File: config.mk
export PLATFORM = sky130hd
export DESIGN_NAME = hodgepodge_cell_update_top
export DESIGN_NICKNAME = d
export VERILOG_FILES = /design/src/rtl/hcu_pkg.sv /design/src/rtl/hodgepodge_cell_update_top.sv
export VERILOG_INCLUDE_DIRS = /design/src /design/src/rtl
export SDC_FILE = /design/constraint.sdc
export NUM_CORES = 1
export LEC_CHECK = 0
export BUFFER_PORTS_ARGS = -buffer_cell sky130_fd_sc_hd__buf_4
export CAP_MARGIN = 10
export CORE_UTILIZATION = 35
export CTS_CLUSTER_DIAMETER = 150
export DETAILED_ROUTE_END_ITERATION = 8
export PLACE_DENSITY = 0.47
export SETUP_SLACK_MARGIN = 0.4
export SLEW_MARGIN = 20
export SYNTH_ARGS = -nofsm -noshare
export SYNTH_HDL_FRONTEND = slang
export SYNTH_SLANG_ARGS = --single-unit
File: constraint.sdc
create_clock -name clk -period 9.4 [get_ports clk]
set_clock_uncertainty 0.2 [all_clocks]
set_input_delay 0.94 -clock clk [delete_from_list [all_inputs] [get_ports clk]]
set_output_delay 0.94 -clock clk [all_outputs]
set_load 0.02 [all_outputs]
File: src/rtl/assert_macros.svh
// Shared assertion macros; every use samples clk and is disabled in reset.
`ifndef ASSERT_MACROS_SVH
`define ASSERT_MACROS_SVH

// Check cons in the same cycle as ante.
`define ASSERT_IMPL(label, ante, cons) \
  label: assert property (@(posedge clk) disable iff (!rst_n) (ante) |-> (cons)) \
    else $error("assertion failed");

// Check cons in the cycle after ante.
`define ASSERT_NEXT(label, ante, cons) \
  label: assert property (@(posedge clk) disable iff (!rst_n) (ante) |=> (cons)) \
    else $error("assertion failed");

`endif

File: src/rtl/hcu_pkg.sv
package hcu_pkg;

  localparam int CELL_W = 8;   // cell state width
  localparam int SUM_W  = 12;  // nine-cell sum, up to 9*255
  localparam int CNT_W  = 4;   // neighbour counts, up to 8
  localparam int IDX_W  = 7;   // reported cell index width
  localparam int ITER_W = 4;   // divider step counter

  localparam logic [ITER_W-1:0] ITER_SUM = 4'd12;  // steps for the sum division
  localparam logic [ITER_W-1:0] ITER_CNT = 4'd4;   // steps for a count division
  localparam logic [3:0]        TAP_LAST = 4'd8;   // nine taps, centre first

  // Configuration register indexes
  typedef enum logic [1:0] {
    CFG_NUM_STATES = 2'd0,
    CFG_DIV_INF    = 2'd1,
    CFG_DIV_ILL    = 2'd2,
    CFG_GAIN       = 2'd3
  } cfg_idx_t;

  // Sequencer states
  typedef enum logic [4:0] {
    S_IDLE  = 5'b00001,
    S_ACCUM = 5'b00010,
    S_PREP  = 5'b00100,
    S_DIV   = 5'b01000,
    S_DONE  = 5'b10000
  } state_t;

endpackage

File: src/rtl/hodgepodge_cell_update_top.sv
// Channel   Signals                                          Direction
// in        in_valid/in_ready, in_cell_state, in_frame_start  input
// out       out_valid/out_ready, out_new_state,               output
//           out_cell_index, out_last_of_frame
// cfg       cfg_wr_en, cfg_index, cfg_data                    input, write only
//
// An item that yields no result is only accepted. An interior cell is accepted,
// its nine taps are accumulated in turn through one adder, a setup state follows,
// then the shared radix-2 divider: one sum division for an infected centre, two
// count divisions for a healthy one, none for an ill one; a last state loads the
// output register.
// Reset (rst_n, synchronous) clears the window, position, config, state and output valid.
// A result waiting on out_ready holds the sequencer in its final state once the
// next result is done; no input is taken while it waits there.
`include "assert_macros.svh"

module hodgepodge_cell_update_top import hcu_pkg::*; #(
  parameter int ROW_WIDTH   = 16,
  parameter int FRAME_CELLS = 128
) (
  input  logic              clk,
  input  logic              rst_n,
  input  logic              in_valid,
  output logic              in_ready,
  input  logic [CELL_W-1:0] in_cell_state,
  input  logic              in_frame_start,
  output logic              out_valid,
  input  logic              out_ready,
  output logic [CELL_W-1:0] out_new_state,
  output logic [IDX_W-1:0]  out_cell_index,
  output logic              out_last_of_frame,
  input  logic              cfg_wr_en,
  input  logic [1:0]        cfg_index,
  input  logic [CELL_W-1:0] cfg_data
);

  localparam int WIN_DEPTH  = 2 * ROW_WIDTH + 3;
  localparam int POS_W      = $clog2(FRAME_CELLS);
  localparam int EMIT_FIRST = 2 * ROW_WIDTH + 2;
  // window taps: entry k holds the cell that arrived k items ago
  localparam int K_C  = ROW_WIDTH + 1;
  localparam int K_W  = ROW_WIDTH + 2;
  localparam int K_E  = ROW_WIDTH;
  localparam int K_N  = 2 * ROW_WIDTH + 1;
  localparam int K_S  = 1;
  localparam int K_NW = 2 * ROW_WIDTH + 2;
  localparam int K_NE = 2 * ROW_WIDTH;
  localparam int K_SW = 2;
  localparam int K_SE = 0;

  // configuration
  logic [CELL_W-1:0] num_states_r, div_inf_r, div_ill_r, gain_r;
  logic [CELL_W-1:0] ill;
  logic [CELL_W-1:0] k1, k2;

  // stream position and window
  logic [CELL_W-1:0] win_r [WIN_DEPTH];
  logic [POS_W-1:0]  pos_r, pos_nxt;
  logic              emit;

  // sequencer and datapath
  state_t              state_r, state_nxt;
  logic [3:0]          tap_r, tap_nxt;
  logic [SUM_W-1:0]    sum_r, sum_nxt;
  logic [CNT_W-1:0]    n_ill_r, n_ill_nxt, n_inf_r, n_inf_nxt;
  logic [CELL_W-1:0]   tap_v, centre;
  logic [CELL_W-1:0]   res_r, res_nxt, clamped;
  logic                infected_r, infected_nxt, phase_r, phase_nxt;
  logic [IDX_W-1:0]    cidx_r, cidx_nxt;
  logic                last_r, last_nxt;

  // shared divider
  logic [SUM_W-1:0]    dvd_r, dvd_nxt, dvd_step;
  logic [CELL_W-1:0]   rem_r, rem_nxt, rem_step, dsr_r, dsr_nxt;
  logic [ITER_W-1:0]   iter_r, iter_nxt;
  logic [CELL_W:0]     rem_sh;
  logic                ge;

  // output register
  logic                out_valid_r, out_valid_nxt, out_free;
  logic [CELL_W-1:0]   out_state_r;
  logic [IDX_W-1:0]    out_idx_r;
  logic                out_last_r;

  logic                in_acc;

  assign in_ready = (state_r == S_IDLE);
  assign in_acc   = in_valid && in_ready;
  assign out_free = !out_valid_r || out_ready;

  assign ill     = num_states_r - 8'd1;
  assign k1      = (div_inf_r == '0) ? 8'd1 : div_inf_r;
  assign k2      = (div_ill_r == '0) ? 8'd1 : div_ill_r;
  assign centre  = win_r[K_C];
  assign clamped = (res_r > ill) ? ill : res_r;

  // write configuration registers
  always_ff @(posedge clk) begin
    if (!rst_n) begin
      num_states_r <= 8'd100;
      div_inf_r    <= 8'd1;
      div_ill_r    <= 8'd1;
      gain_r       <= 8'd0;
    end else if (cfg_wr_en) begin
      unique case (cfg_idx_t'(cfg_index))
        CFG_NUM_STATES: num_states_r <= cfg_data;
        CFG_DIV_INF:    div_inf_r    <= cfg_data;
        CFG_DIV_ILL:    div_ill_r    <= cfg_data;
        CFG_GAIN:       gain_r       <= cfg_data;
        default:        ;
      endcase
    end
  end

  // advance position; restart on frame start or after the last cell
  always_comb begin
    if (in_frame_start) begin
      pos_nxt = '0;
    end else if ((32'(pos_r) + 32'd1) >= FRAME_CELLS) begin
      pos_nxt = '0;
    end else begin
      pos_nxt = POS_W'(32'(pos_r) + 32'd1);
    end
    emit     = (32'(pos_nxt) >= EMIT_FIRST);
    cidx_nxt = IDX_W'(32'(pos_nxt) - 32'(K_C));
    last_nxt = (32'(pos_nxt) == FRAME_CELLS - 1);
  end

  // shift the window on each accepted item
  always_ff @(posedge clk) begin
    if (!rst_n) begin
      pos_r <= '0;
      for (int i = 0; i < WIN_DEPTH; i++) win_r[i] <= '0;
    end else if (in_acc) begin
      pos_r    <= pos_nxt;
      win_r[0] <= in_cell_state;
      for (int i = 1; i < WIN_DEPTH; i++) win_r[i] <= win_r[i-1];
    end
  end

  // select one tap per accumulation cycle
  always_comb begin
    unique case (tap_r)
      4'd0:    tap_v = win_r[K_C];
      4'd1:    tap_v = win_r[K_W];
      4'd2:    tap_v = win_r[K_E];
      4'd3:    tap_v = win_r[K_N];
      4'd4:    tap_v = win_r[K_S];
      4'd5:    tap_v = win_r[K_NW];
      4'd6:    tap_v = win_r[K_NE];
      4'd7:    tap_v = win_r[K_SW];
      4'd8:    tap_v = win_r[K_SE];
      default: tap_v = '0;
    endcase
  end

  // one restoring divider step
  always_comb begin
    rem_sh   = {rem_r, dvd_r[SUM_W-1]};
    ge       = (rem_sh >= {1'b0, dsr_r});
    rem_step = ge ? CELL_W'(rem_sh - {1'b0, dsr_r}) : CELL_W'(rem_sh);
    dvd_step = {dvd_r[SUM_W-2:0], ge};
  end

  // sequencer
  always_comb begin
    state_nxt     = state_r;
    tap_nxt       = tap_r;
    sum_nxt       = sum_r;
    n_ill_nxt     = n_ill_r;
    n_inf_nxt     = n_inf_r;
    res_nxt       = res_r;
    infected_nxt  = infected_r;
    phase_nxt     = phase_r;
    dvd_nxt       = dvd_r;
    rem_nxt       = rem_r;
    dsr_nxt       = dsr_r;
    iter_nxt      = iter_r;
    out_valid_nxt = out_valid_r && !out_ready;
    unique case (state_r)
      S_IDLE: begin
        if (in_acc && emit) begin
          state_nxt = S_ACCUM;
          tap_nxt   = '0;
          sum_nxt   = '0;
          n_ill_nxt = '0;
          n_inf_nxt = '0;
        end
      end
      S_ACCUM: begin
        // add one tap; the centre is tap zero and is summed but not classified
        sum_nxt = sum_r + SUM_W'(tap_v);
        if (tap_r != 4'd0) begin
          if (tap_v == ill) begin
            n_ill_nxt = n_ill_r + 4'd1;
          end else if (tap_v != '0) begin
            n_inf_nxt = n_inf_r + 4'd1;
          end
        end
        tap_nxt = tap_r + 4'd1;
        if (tap_r == TAP_LAST) state_nxt = S_PREP;
      end
      S_PREP: begin
        rem_nxt   = '0;
        phase_nxt = 1'b0;
        if (centre == '0) begin
          infected_nxt = 1'b0;
          dvd_nxt      = {n_inf_r, 8'd0};
          dsr_nxt      = k1;
          iter_nxt     = ITER_CNT;
          state_nxt    = S_DIV;
        end else if (centre < ill) begin
          infected_nxt = 1'b1;
          dvd_nxt      = sum_r;
          dsr_nxt      = CELL_W'(n_inf_r) + 8'd1;
          iter_nxt     = ITER_SUM;
          state_nxt    = S_DIV;
        end else begin
          res_nxt   = '0;
          state_nxt = S_DONE;
        end
      end
      S_DIV: begin
        rem_nxt  = rem_step;
        dvd_nxt  = dvd_step;
        iter_nxt = iter_r - 4'd1;
        if (iter_r == 4'd1) begin
          if (infected_r) begin
            res_nxt   = dvd_step[CELL_W-1:0] + gain_r;
            state_nxt = S_DONE;
          end else if (!phase_r) begin
            // first quotient held, start the ill-count division
            res_nxt   = CELL_W'(dvd_step[CNT_W-1:0]);
            phase_nxt = 1'b1;
            rem_nxt   = '0;
            dvd_nxt   = {n_ill_r, 8'd0};
            dsr_nxt   = k2;
            iter_nxt  = ITER_CNT;
          end else begin
            res_nxt   = res_r + CELL_W'(dvd_step[CNT_W-1:0]);
            state_nxt = S_DONE;
          end
        end
      end
      S_DONE: begin
        if (out_free) begin
          out_valid_nxt = 1'b1;
          state_nxt     = S_IDLE;
        end
      end
      default: state_nxt = S_IDLE;
    endcase
  end

  // control registers
  always_ff @(posedge clk) begin
    if (!rst_n) begin
      state_r     <= S_IDLE;
      out_valid_r <= 1'b0;
    end else begin
      state_r     <= state_nxt;
      out_valid_r <= out_valid_nxt;
    end
  end

  // datapath registers
  always_ff @(posedge clk) begin
    tap_r      <= tap_nxt;
    sum_r      <= sum_nxt;
    n_ill_r    <= n_ill_nxt;
    n_inf_r    <= n_inf_nxt;
    res_r      <= res_nxt;
    infected_r <= infected_nxt;
    phase_r    <= phase_nxt;
    dvd_r      <= dvd_nxt;
    rem_r      <= rem_nxt;
    dsr_r      <= dsr_nxt;
    iter_r     <= iter_nxt;
    if (in_acc) begin
      cidx_r <= cidx_nxt;
      last_r <= last_nxt;
    end
    if (state_r == S_DONE && out_free) begin
      out_state_r <= clamped;
      out_idx_r   <= cidx_r;
      out_last_r  <= last_r;
    end
  end

  assign out_valid         = out_valid_r;
  assign out_new_state     = out_state_r;
  assign out_cell_index    = out_idx_r;
  assign out_last_of_frame = out_last_r;

  `ASSERT_NEXT(a_emit_starts, in_acc && emit, state_r == S_ACCUM)
  `ASSERT_IMPL(a_div_rem, state_r == S_DIV, rem_r < dsr_r)
  `ASSERT_IMPL(a_div_iter, state_r == S_DIV, iter_r != '0)
  `ASSERT_IMPL(a_out_clamped, out_valid_r, out_state_r <= ill)
  `ASSERT_IMPL(a_healthy_bound, state_r == S_DONE && centre == '0, res_r <= 8'd16)

endmodule

-- Yosys cells after proc, flatten, opt, wreduce, memory -nomap -nowiden
Memories as Yosys holds them, arrays and structs flattened.
Cells that the tools add are included.
- register bits: 135
- RAM bits: 280
- input port bits: 24
- output and inout port bits: 18
- logic and storage cells: 239
- memories kept: 1
- $add $sub $neg: 12
- magnitude comparators: 5
- equality and inequality tests: 33
- multiplexer cells: 100
- bitwise logic cells: 35
- reduce and logical (&&, ||, !) cells: 30
- memories (name ; words ; width ; rd ports ; clocked after Yosys merged registers in ; write ports ; RTL line ; text):
    win_r ; 35 ; 8 ; 35 ; 0 ; 35 ; hodgepodge_cell_update_top.sv:57 ; logic [CELL_W-1:0] win_r [WIN_DEPTH];
- operators with widths (cell ; number):
    $mux 8 ; 52
    $mux 12 ; 6
    $pmux 8 s9 ; 1
    $pmux 12 s2 ; 2
    $pmux 8 s2 ; 3
    $mux 4 ; 11
    $mux 5 ; 8
    $or 1x1->1 ; 35
    $ge 32x8->1 const B ; 1
    $pmux 4 s2 ; 4
    $pmux 5 s5 ; 1
    $logic_not 8->1 ; 3
    $ne 2x2->1 const B ; 11
    $eq 4x3->1 const B ; 4
    $reduce_and 5->1 ; 3
    $mux 7 ; 2
    $reduce_and 2->1 ; 7
    $add 12x8->12 ; 1
    $add 4x1->4 const B ; 3
    $ge 9x8->1 ; 1
    $mux 1 ; 9
    $add 7x1->8 const B ; 1
    $add 8x4->8 ; 1
    $add 8x8->8 ; 1
    33 further kinds ; 44

-- Logic depth before layout (Yosys ltp)
- depth in word-level cells: 8
- mapped depth: 20
- gate-level depth less buffers: 19

-- Least setup slack after synthesis
Ideal clock, no wire load.
- kind: input -> register
- start point: input port rst_n
- end point: memory win_r[0][0], enable pin
- setup time: 2.107 ns
- arrival time: 5.979 ns
- required time: 7.093 ns
- slack: 1.114 ns
- stages: 3
- path buffers: 2
- cell sequence: clkbuf_1 > clkbuf_1 > nand2_1
- RTL lines (item ; RTL line ; text):
    from (decl) ; hodgepodge_cell_update_top.sv:22 ; input logic rst_n,
    to (decl) ; hodgepodge_cell_update_top.sv:57 ;

-- Final worst setup path
- start point: register rem_r[0]
- end point: register res_r[6], data pin
- word-level cells in the longest chain between the ends: 6
- elaborated cells between the ends (all ways): 7
- those cells by class: add/sub: 2; order compare: 1; mux: 4
- RTL lines (item ; RTL line ; text):
    from (decl) ; hodgepodge_cell_update_top.sv:74 ; logic [CELL_W-1:0] rem_r, rem_nxt, rem_step, dsr_r, dsr_nxt;
    from (signal assigned) ; hodgepodge_cell_update_top.sv:276 ; rem_r <= rem_nxt;
    $ge 9x8->1 * ; hodgepodge_cell_update_top.sv:160 ; ge = (rem_sh >= {1'b0, dsr_r});
    $add 8x4->8 ; hodgepodge_cell_update_top.sv:240 ; res_nxt = res_r + CELL_W'(dvd_step[CNT_W-1:0]);
    $mux 8 ; hodgepodge_cell_update_top.sv:231 ; end else if (!phase_r) begin
    $mux 8 * ; hodgepodge_cell_update_top.sv:228 ; if (infected_r) begin
    $mux 8 * ; hodgepodge_cell_update_top.sv:227 ; if (iter_r == 4'd1) begin
    $pmux 8 s2 * ; hodgepodge_cell_update_top.sv:180 ; unique case (state_r)
    to (signal assigned) ; hodgepodge_cell_update_top.sv:272 ; res_r <= res_nxt;
    to (decl) ; hodgepodge_cell_update_top.sv:67 ; logic [CELL_W-1:0] res_r, res_nxt, clamped;
Every way passes the cells marked *; elsewhere a longest branch is shown, timed or not. The select of a mux whose other input is x is not followed.
A chain may end at the register's enable or synchronous reset.

==> key figures <==
Timing
  • Slew HR: 36.0%
  • Fin crit share: 47.7%
  • Setup_tns: 0 ps
  • Slew Viols, Final: 0
  • RSZ-0062 raised after global routing: false
  • Final Hold Viols: 0
  • Setup violations, final: 0
  • Slew @ Worst Pin: 959 ps
  • Fmax: 223 MHz
  • Tmin final: 4490 ps

Synthesis
  • Mux contribution to synthesized area: 3.33%
  • Dominant cells by area after synthesis: edfxtp_1 (59%), and3_1 (9.2%), dfxtp_1 (4.8%)
  • Seq/Total Area, Yosys: 64.1%
  • Post-Syn Area: 18700 µm²
  • Post-synth EDFFs: 370
  • Syn Area/Cell: 12.7 µm²
  • Synth Area in Adders: 4.10%
  • Area leader, netlist: edfxtp_1
  • Largest family of logic cells by synthesized area: simple AND/OR/NAND/NOR gates
  • Yosys reg bits: 415
  • Share of Yosys cell area claimed by the top area cell type: 59.3%
  • Synth unique cells: 77
  • Synth Area in Compound Gates: 7.01%
  • Async set-or-reset flop fraction in the synthesized netlist: 0%
  • Post-synth top flop: edfxtp_1
  • Share of synthesized cell area in and, or, nand and nor gates: 16.1%
  • Post-Synth XOR/XNOR Area: 2.15%
  • Post-synth net total: 1559
  • Synthesized instance count: 1476
  • Yosys warnings: 0

Detailed routing
  • Avg Vias per Cell: 5.17
  • DR iter-0 viols: 805
  • Via count: 11500
  • Wire per inst: 18.3 µm
  • Routed WL: 40600 µm
  • Detail Route Antenna Nets: 0
  • Drt first pass iters: 7
  • # DRC: 4

GRT
  • First-pass GRT wire length: 64500 µm
  • Largest net degree at the start of global routing: 158
  • Total track usage: 15.1%
  • Initial antenna violation count: 0
  • Overflow after GRT: 0
  • Via count of the first global-routing pass: 11300

Floorplan
  • Die ar.: 54500 µm²
  • Initial Util: 35.5%
  • Placement Rows: 84
  • Chip width: 233 µm
  • Core area: 52800 µm²
  • Io pins: 42
  • Die Ht: 233 µm

Clock tree
  • CTS Sinks: 415
  • Setup bufs post-CTS: 0
  • Worst skew pair latency: 590 ps
  • TritonCTS clock tree: yes
  • CTS Buffer Depth: 3
  • CTS Hold Bufs: 0
  • Post-CTS Resized: 0
  • Root Driver: clkbuf_16
  • CTS clk-pin slew, worst paths: 60 ps
  • H-tree levels: 2
  • Total CTS buffers: 47

Setup path
  • Required @ worst endpoint: 9520 ps
  • Type of destination of the critical path: register
  • WP data arrival: 4610 ps
  • Startpoint types: register
  • Worst Path Max Fanout: 7
  • CP Class: reg2reg

Min path
  • Hold WC Path Type: reg2reg

Final layout
  • Layout cells sized above 1: 10.3%
  • Register area: 12000 µm²
  • Synthesis-to-layout area growth: 12.8%
  • Area of the multi-input gates: 6140 µm²
  • Number of inserted diodes: 0
  • Cell area after layout: 21200 µm²
  • Layout net count: 1574
  • Fillers: 5082

Run status
  • Status: complete, but fails checks
  • Failing checks: design-rule violations

Run
  • Max-Cap Viols: 0

Power and ir drop
  • IR drop worst, VDD: 0.000147 V
  • PD cells: 189 nW/µm²
  • Pleak: 9.14 nW

Placement
  • Routability cong.: 0.798
  • Placed Area: 19700 µm²
  • Hpwl dp: 24800 µm
  • PortBufs: 41
==> Yosys cell counts (4+ instances only) <==
master	count
a21oi_1	58
nor3b_1	4
buf_1	5
fa_1	4
clkbuf_1	76
o31ai_1	4
o21ai_1	4
nor2_1	87
nor4_1	5
mux2i_1	44
nand3_1	24
a22o_1	11
a22oi_1	15
dfxtp_1	45
or2_2	6
xnor2_1	34
nor3_1	15
nand3b_1	4
o21a_1	8
o211ai_1	5
a31oi_1	5
edfxtp_1	370
and2_1	17
nand4_1	4
a211oi_1	6
mux2_2	13
a21o_1	12
nor2b_1	11
or3_1	5
inv_1	61
o21ai_0	33
ha_1	55
or4_1	4
xor2_1	12
buf_2	9
nand2_1	72
and3_1	277
==> per-layer routing <==
metal,global-route usage [%],wire [µm]
met5,0,0
met3,2.53,1460
met4,4.81,889
met2,22.6,18400
met1,22.2,19800
==> layout by cell type, fill, tap and decap left out, types with 5 or more instances in the layout <==
cell	instances
a31oi_1	5
clkbuf_1	15
nand3_1	24
a21oi_1	58
xnor2_1	34
xor2_1	12
a22oi_1	15
mux2_2	13
and2_1	17
clkbuf_16	48
dfxtp_1	45
inv_1	60
and3_1	277
clkinv_2	10
a22o_1	11
edfxtp_1	370
or3_1	5
or2_2	6
mux2i_1	44
o211ai_1	5
o21a_1	8
o21ai_0	33
nor3_1	14
a21o_1	12
nand2_1	71
buf_4	54
nor2_1	87
ha_1	55
clkinv_1	8
nor2b_1	11
nor4_1	5
a211oi_1	6
==> sequential cells by signal, summed over array words and instances (netlist names), 4 cells and up <==
name            count
cidx_r              7
div_ill_r           8
div_inf_r           8
dsr_r               8
dvd_r              12
gain_r              8
iter_r              4
n_ill_r             4
n_inf_r             4
num_states_r        8
out_cell_index      7
out_new_state       8
pos_r               7
rem_r               8
res_r               8
state_r             5
sum_r              12
tap_r               4
win_r             280
==> metrics by stage <==
stage / cells / power [mW] / util [%] / worst slack, ps / hold WS (ps)
finish: 2216 / 3.99 / 40.1 / 4910 / 219
CTS: 2214 / 4.06 / 40.0 / 4900 / 222
global route: 2216 / 4.14 / 40.1 / 4560 / 235
global placement: 2128 / 2.33 / 37.3 / 4840 / 205
detailed placement: 2128 / 2.33 / 37.3 / 4910 / 208
floorplan: 1476 / 2.28 / - / 1110 / 200
==> logic make-up after synthesis <==
family,Yosys count
and+or+nand+nor,545
DFF,415
AOI/OAI and AO/OA,196
buffers and inverters,155
muxes,60
adders and majority gates,59
xor gates and xnor gates,46
==> path summary, 6_finish.rpt <==
| check | from | endpoint | slack, ps | depth (start not counted) |
|---|---|---|---|---|
| setup / recovery | rem_r[0] | res_r[6] | 4910 | 19 |
| hold / removal | cidx_r[0] | out_cell_index[0] | 220 | 0 |
| setup reg to reg | rem_r[0] | res_r[6] | 4910 | 19 |
| hold reg to reg | cidx_r[0] | out_cell_index[0] | 220 | 0 |
==> report_power, final <==
group / leakage [nW] / total (mW) / internal, mW / switching, mW
Clock: 0.694 / 1.70 / 0.953 / 0.751
Sequential: 4.30 / 2.13 / 2.09 / 0.0346
Combinational: 4.15 / 0.162 / 0.0561 / 0.106
Total: 9.14 / 3.99 / 3.10 / 0.892
==> final cells by class <==
cell class              count  share of cell area [%]
clock buffers              64                    6.01
clock inverters            22                   0.692
inverters                  62                    1.12
multi-input cells         906                    29.0
flip-flops and latches    415                    56.8
well taps                 688                    4.07
repair buffers             59                    2.28
==> worst max-delay path: stages, from the launching register on <==
cell      delay, ps
edfxtp_1        430
ha_1            330
nor2b_1         130
o21ai_0         190
a21oi_1         110
o21ai_0         190
a21boi_1        170
o41ai_2         530
buf_4           300
inv_1            80
ha_1            190
inv_1            70
fa_1            190
nor2b_1          50
o21ai_0         180
a21boi_0        140
o21a_1          190
or3_1           310
a32oi_1         200
nor2_1           50
No activity file was read; power rests on OpenSTA's default activity.
